File: src/design/txgp_pkg.sv
package txgp_pkg;

    localparam int GLYPH_COUNT = 128;
    localparam int CELL_WIDTH  = 8;
    localparam int CELL_HEIGHT = 8;

    localparam int GLYPH_ROWS  = 8;
    localparam int GLYPH_BITS  = 8;
    localparam int GLYPH_PIX   = GLYPH_ROWS * GLYPH_BITS;
    localparam int FONT_DEPTH  = GLYPH_COUNT * GLYPH_ROWS;
    localparam int GIDX_W      = $clog2(GLYPH_COUNT);
    localparam int FONT_AW     = $clog2(FONT_DEPTH);
    localparam int COORD_W     = 11;
    localparam int CURSOR_W    = 7;

    localparam logic [CURSOR_W-1:0] CURSOR_MAX = 7'd127;
    localparam logic [7:0] NEWLINE_CODE = 8'h0A;
    localparam logic [7:0] PRINT_LO     = 8'h20;
    localparam logic [7:0] PRINT_HI     = 8'h7E;

    localparam logic CMD_FONT_WRITE = 1'b0;
    localparam logic CMD_DRAW       = 1'b1;

    typedef struct packed {
        logic clr_en;
        logic in_ready;
        logic load_en;
        logic scan_en;
    } t_ctrl_cmd;

    typedef struct packed {
        logic clr_done;
        logic in_print;
        logic load_done;
        logic scan_done;
    } t_dp_status;

    function automatic logic [CURSOR_W-1:0] sat_inc(input logic [CURSOR_W-1:0] v);
        return (v == CURSOR_MAX) ? v : v + 1'b1;
    endfunction

endpackage

File: src/design/txgp_ctrl.sv
module txgp_ctrl
    import txgp_pkg::*;
(
    input  logic       i_clk,
    input  logic       i_rst_n,
    input  logic       i_in_valid,
    input  t_dp_status i_sts,
    output t_ctrl_cmd  o_cmd
);

    typedef enum logic [1:0] {
        S_CLEAR,
        S_IDLE,
        S_LOAD,
        S_SCAN
    } t_state;

    t_state r_state;
    t_state n_state;

    always_comb begin
        n_state = r_state;
        unique case (r_state)
            S_CLEAR: if (i_sts.clr_done) n_state = S_IDLE;
            S_IDLE:  if (i_in_valid && i_sts.in_print) n_state = S_LOAD;
            S_LOAD:  if (i_sts.load_done) n_state = S_SCAN;
            S_SCAN:  if (i_sts.scan_done) n_state = S_IDLE;
            default: n_state = S_CLEAR;
        endcase
    end

    always_ff @(posedge i_clk) begin
        if (!i_rst_n) begin
            r_state <= S_CLEAR;
        end else begin
            r_state <= n_state;
        end
    end

    assign o_cmd.clr_en   = (r_state == S_CLEAR);
    assign o_cmd.in_ready = (r_state == S_IDLE);
    assign o_cmd.load_en  = (r_state == S_LOAD);
    assign o_cmd.scan_en  = (r_state == S_SCAN);

endmodule

File: config.mk
export PLATFORM = sky130hd
export DESIGN_NAME = txgp_ctrl
export DESIGN_NICKNAME = d
export VERILOG_FILES = /design/src/design/txgp_pkg.sv /design/src/design/txgp_ctrl.sv
export SDC_FILE = /design/constraint.sdc
export NUM_CORES = 1
export LEC_CHECK = 0
export BUFFER_PORTS_ARGS = -buffer_cell sky130_fd_sc_hd__buf_2
export CORE_AREA = 10 10 47 49
export CTS_CLUSTER_SIZE = 10
export DETAILED_ROUTE_END_ITERATION = 8
export DIE_AREA = 0 0 57 59
export GPL_TIMING_DRIVEN = 1
export PLACE_DENSITY = 0.4
export SYNTH_ARGS = -nofsm -noshare
export SYNTH_HDL_FRONTEND = slang
export SYNTH_SLANG_ARGS = --single-unit
File: constraint.sdc
create_clock -name i_clk -period 1.5 [get_ports i_clk]
set_input_delay 0.15 -clock i_clk [delete_from_list [all_inputs] [get_ports i_clk]]
set_output_delay 0.15 -clock i_clk [all_outputs]
set_load 0.005 [all_outputs]
# == Word level (Yosys, flattened, before mapping) ==
# Index checks and enable logic that the tools add are counted.
# word_totals
reg_bits,2
in_bits,7
wordCells,16
# op_classes
mux,5
n_reduce_logical,3
eq_ne,7
# ops
operator,count
2-to-1 mux 2 bit,4
one-hot mux 2 bit (4 select lines),1
"inequality test 2 bit, second input constant",3
"equality test 2 bit, second input constant",2
AND reduction 4 bit,1
"equality test 2 x 1 -> 1 bit, second input constant",1
zero test 2 bit,1
"inequality test 2 x 1 -> 1 bit, second input constant",1
logical AND 1 bit,1

# == Depth between registers and ports, before layout ==
# logic_depth
word_depth,3
mapped_depth,5

# == Least setup slack after synthesis ==
# Ideal clock, no wire load.
# synth_path
path_kind,register -> register
start,register r_state[0]
end,register r_state[0]
required_ps,1428
path_slack_ps,86
setup_time_ps,72
path_buffers,0
stages_incl_launch_ff,6
t_arrival_ps,1342
synth_period_minus_slack_ps,1414
cell_sequence,dfxtp_1 inv_1 ha_1 nor2b_4 a2111oi_4 mux2i_1
# synth_rtl
element,line_no,source
"start, declared",txgp_ctrl.sv:18,t_state r_state;
"start signal, assigned",txgp_ctrl.sv:36,r_state <= n_state;

# == Worst setup path after layout ==
# layout_path
start,register r_state[1]
end,register r_state[0]
# layout_via
elab_chain_cells,3
elab_cells_between_ends,10
# layout_lines
element,line_no,source
equality test 2 x 1 -> 1 bit (tied with other cells),txgp_ctrl.sv:23,unique case (r_state)
inequality test 2 x 1 -> 1 bit (no source line) / inequality test 2 bit (equally long branches),--,
AND reduction 4 bit (no source line),--,
# Parallel ways exist; a longest one is shown, timed or not.
# A chain may end at the register's enable or synchronous reset.

==> impl_metrics.xml <==
<?xml version="1.0" encoding="UTF-8"?>
<metrics>
  <group name="run_status">
    <metric name="result_of_the_run" unit="">complete, no violations</metric>
  </group>
  <group name="power">
    <metric name="pwr_density_cell" unit="nW/um^2">1770</metric>
    <metric name="ir_drop" unit="uV">506</metric>
    <metric name="static-leakage-power" unit="nW">0.150</metric>
  </group>
  <group name="timing">
    <metric name="post-route-min-period" unit="ns">1.44</metric>
    <metric name="setup_viol" unit="">0</metric>
    <metric name="relSlewSlack" unit="">0.777</metric>
    <metric name="unrepaired_setup_endpoints_after_global_routing" unit="">false</metric>
    <metric name="final_max_tran_viols" unit="">0</metric>
    <metric name="clock.fmax" unit="GHz">0.696</metric>
    <metric name="max_slew.worst_pin.slew" unit="ns">0.335</metric>
    <metric name="hold_violations" unit="">0</metric>
    <metric name="timing.clock.skew" unit="ns">0.00264</metric>
    <metric name="timing.final.crit_share" unit="">0.958</metric>
  </group>
  <group name="cts">
    <metric name="h-tree-depth" unit="">1</metric>
    <metric name="cts_sinks" unit="">2</metric>
    <metric name="ctsLongestPathBuffers" unit="">2</metric>
    <metric name="worstSkewPairLatency" unit="ns">0.23</metric>
    <metric name="cts_root_buffer" unit="">sky130_fd_sc_hd__clkbuf_4</metric>
    <metric name="cts_tree" unit="">yes</metric>
    <metric name="postCtsSetupRepairBufs" unit="">0</metric>
    <metric name="cts_inserted_buffers" unit="">3</metric>
    <metric name="clk_transition_reported_paths" unit="ns">0.03</metric>
  </group>
  <group name="route">
    <metric name="first_pass_iters" unit="">1</metric>
    <metric name="route.detailed.vias_per_inst" unit="">3.67</metric>
    <metric name="post_drt_wl_per_cell" unit="um">11.0</metric>
    <metric name="wl_met3" unit="um">83</metric>
    <metric name="detail_route.drc_violations" unit="">0</metric>
    <metric name="route.antenna.remaining_nets" unit="">0</metric>
    <metric name="top_layer_used" unit="">met3</metric>
    <metric name="detail_route.wirelength.met1" unit="um">239</metric>
    <metric name="dr_wl_met2" unit="um">214</metric>
    <metric name="detail_route.wirelength" unit="um">537</metric>
    <metric name="routed-via-count" unit="">180</metric>
    <metric name="dr.first_iter.drc_count" unit="">0</metric>
  </group>
  <group name="critical_path">
    <metric name="crit_path_max_fanout" unit="">4</metric>
    <metric name="crit_path_start_kind" unit="">flip-flop</metric>
    <metric name="critPathKind" unit="">flip-flop to flip-flop</metric>
    <metric name="worst-endpoint-required" unit="ns">1.64</metric>
    <metric name="critical_path_arrival" unit="ns">1.58</metric>
    <metric name="timing.critical_path.to_type" unit="">flip-flop</metric>
  </group>
  <group name="place">
    <metric name="dpl-instance-area" unit="um^2">278</metric>
    <metric name="place.detailed.instances" unit="">46</metric>
    <metric name="placement.io_buffers" unit="">10</metric>
    <metric name="gp_routability_congestion" unit="">0.769</metric>
  </group>
  <group name="cells_and_area">
    <metric name="largest_reg_flops" unit="">2</metric>
    <metric name="finalInstanceArea" unit="um^2">310</metric>
    <metric name="register_name_with_the_most_flops" unit="">r_state</metric>
    <metric name="nFillCells" unit="">160</metric>
    <metric name="drive_above_1_share" unit="">0.667</metric>
    <metric name="leading_cell_types_in_the_layout_fill_and_taps_excluded" unit="">sky130_fd_sc_hd__buf_2 (10), sky130_fd_sc_hd__ha_1 (4), sky130_fd_sc_hd__nand2_1 (3), sky130_fd_sc_hd__clkbuf_4 (3)</metric>
    <metric name="final_common_cell" unit="">sky130_fd_sc_hd__buf_2</metric>
    <metric name="nets" unit="">47</metric>
    <metric name="finish.cell_count_without_fillers" unit="">49</metric>
    <metric name="diodes" unit="">0</metric>
    <metric name="regArea" unit="um^2">45.0</metric>
    <metric name="area_of_combinational_cells_with_multiple_inputs" unit="um^2">165</metric>
    <metric name="syn2layout_area_growth" unit="%">49.4</metric>
    <metric name="largestRegisters" unit="">r_state: 2 flops</metric>
  </group>
  <group name="global_route">
    <metric name="grt_start_max_net_pins" unit="">6</metric>
    <metric name="grt_antenna_before_repair" unit="">0</metric>
    <metric name="grt_first_pass_wirelength" unit="um">772</metric>
    <metric name="grt_pass1_vias" unit="">193</metric>
    <metric name="overflow" unit="">0</metric>
    <metric name="groute.usage.overall" unit="">0.0316</metric>
  </group>
  <group name="floorplanning">
    <metric name="core_area" unit="um^2">1400</metric>
    <metric name="initial_utilization" unit="">0.148</metric>
    <metric name="die_h" unit="um">59</metric>
    <metric name="ioPinCount" unit="">11</metric>
    <metric name="die_width" unit="um">57</metric>
    <metric name="row_count" unit="">14</metric>
    <metric name="floorplan.die_area" unit="um^2">3360</metric>
  </group>
  <group name="synthesis">
    <metric name="synth.cell_area" unit="um^2">208</metric>
    <metric name="syn_avg_cell_area" unit="um^2">10.4</metric>
    <metric name="yosys.cell_types.count" unit="">10</metric>
    <metric name="synth.yosys.warnings" unit="">0</metric>
    <metric name="ys_ff_latch" unit="">2</metric>
    <metric name="synth_cells" unit="">20</metric>
    <metric name="synth.net_count" unit="">32</metric>
    <metric name="synth_seq_area_share" unit="">0.193</metric>
  </group>
  <group name="job">
    <metric name="drv_cap" unit="">0</metric>
  </group>
  <group name="min_path">
    <metric name="holdCritPathClass" unit="">primary input to flip-flop</metric>
  </group>
</metrics>
[Yosys cell counts (all sizes together)]
| library cell | instances | area [um^2] |
|---|---|---|
| inv | 2 | 7.51 |
| mux2i | 2 | 20.0 |
| nor2b | 3 | 26.3 |
| a2111oi | 1 | 27.5 |
| ha | 5 | 62.6 |
| dfxtp | 2 | 40.0 |
| nand2 | 4 | 17.5 |
| nand2b | 1 | 6.26 |
[worst max-delay path, cell delays in order, from the launching register on]
cell                        delay [ns]
sky130_fd_sc_hd__dfxtp_2          0.36
sky130_fd_sc_hd__inv_2            0.06
sky130_fd_sc_hd__ha_2             0.16
sky130_fd_sc_hd__nor2b_2          0.16
sky130_fd_sc_hd__a2111oi_4        0.39
sky130_fd_sc_hd__mux2i_1          0.23
[per-layer routing]
| layer | up-vias | global-route usage |
|---|---|---|
| met2 | 13 | 0.0357 |
| met3 | 0 | 0.0258 |
| li1 | 90 | - |
| met5 | - | 0 |
| met1 | 77 | 0.0310 |
| met4 | 0 | 0.0403 |
[metrics by stage]
| step | power [W] | TNS, ns | util | worst slack (ns) | hold WS (ns) |
|---|---|---|---|---|---|
| finish | 0.000551 | 0 | 0.221 | 0.0623 | 0.210 |
| global route | 0.000599 | 0 | 0.221 | 0.00107 | 0.224 |
| CTS | 0.000538 | 0 | 0.215 | 0.00797 | 0.204 |
| detailed placement | 0.000406 | -0.0530 | 0.198 | -0.0441 | 0.446 |
| global placement | 0.000396 | 0 | 0.198 | 0.0485 | 0.439 |
| floorplan | 0.000315 | 0 | - | 0.0861 | 0.296 |
[worst paths after layout]
path,slack (ns),start,depth (start not counted),endpoint
worst max-delay path,0.06,r_state[1]$_SDFFE_PN0P_,5,r_state[0]$_SDFFE_PN0P_
worst min-delay path,0.21,i_rst_n,3,r_state[1]$_SDFFE_PN0P_
worst max register to register,0.06,r_state[1]$_SDFFE_PN0P_,5,r_state[0]$_SDFFE_PN0P_
worst min register to register,0.50,r_state[1]$_SDFFE_PN0P_,2,r_state[1]$_SDFFE_PN0P_
[report_power, final]
| group | internal, W | switching [W] | leakage (nW) | total (W) |
|---|---|---|---|---|
| registers | 0.0000898 | 0.0000355 | 0.0175 | 0.000125 |
| clock network | 0.0000885 | 0.0000327 | 0.0138 | 0.000121 |
| logic | 0.000169 | 0.000135 | 0.119 | 0.000304 |
[layout make-up]
type                       count  share of cell area
inverter                       2              0.0242
clock buffer                   3              0.0726
sequential                     2               0.145
timing repair buffer          10               0.161
multi-input combinational     16               0.532
tap                           16              0.0645
[what timing repair did]
item,4_1_cts,5_1_grt
pin swaps,0,1
resized for setup,1,6
setup endpoints to repair,2,2
hold buffers,0,0
[kinds of logic (layout without fill, tap and decap cells)]
logic type / after synthesis / after routing / share of synthesized area
flops: 2 / 2 / 0.193
simple gates: 8 / 8 / 0.241
buf+inv: 2 / 15 / 0.0362
mux: 2 / 2 / 0.0964
compound gates: 1 / 1 / 0.133
fa+ha+maj: 5 / 5 / 0.301
Note: power is estimated with default switching activity, not from simulation.
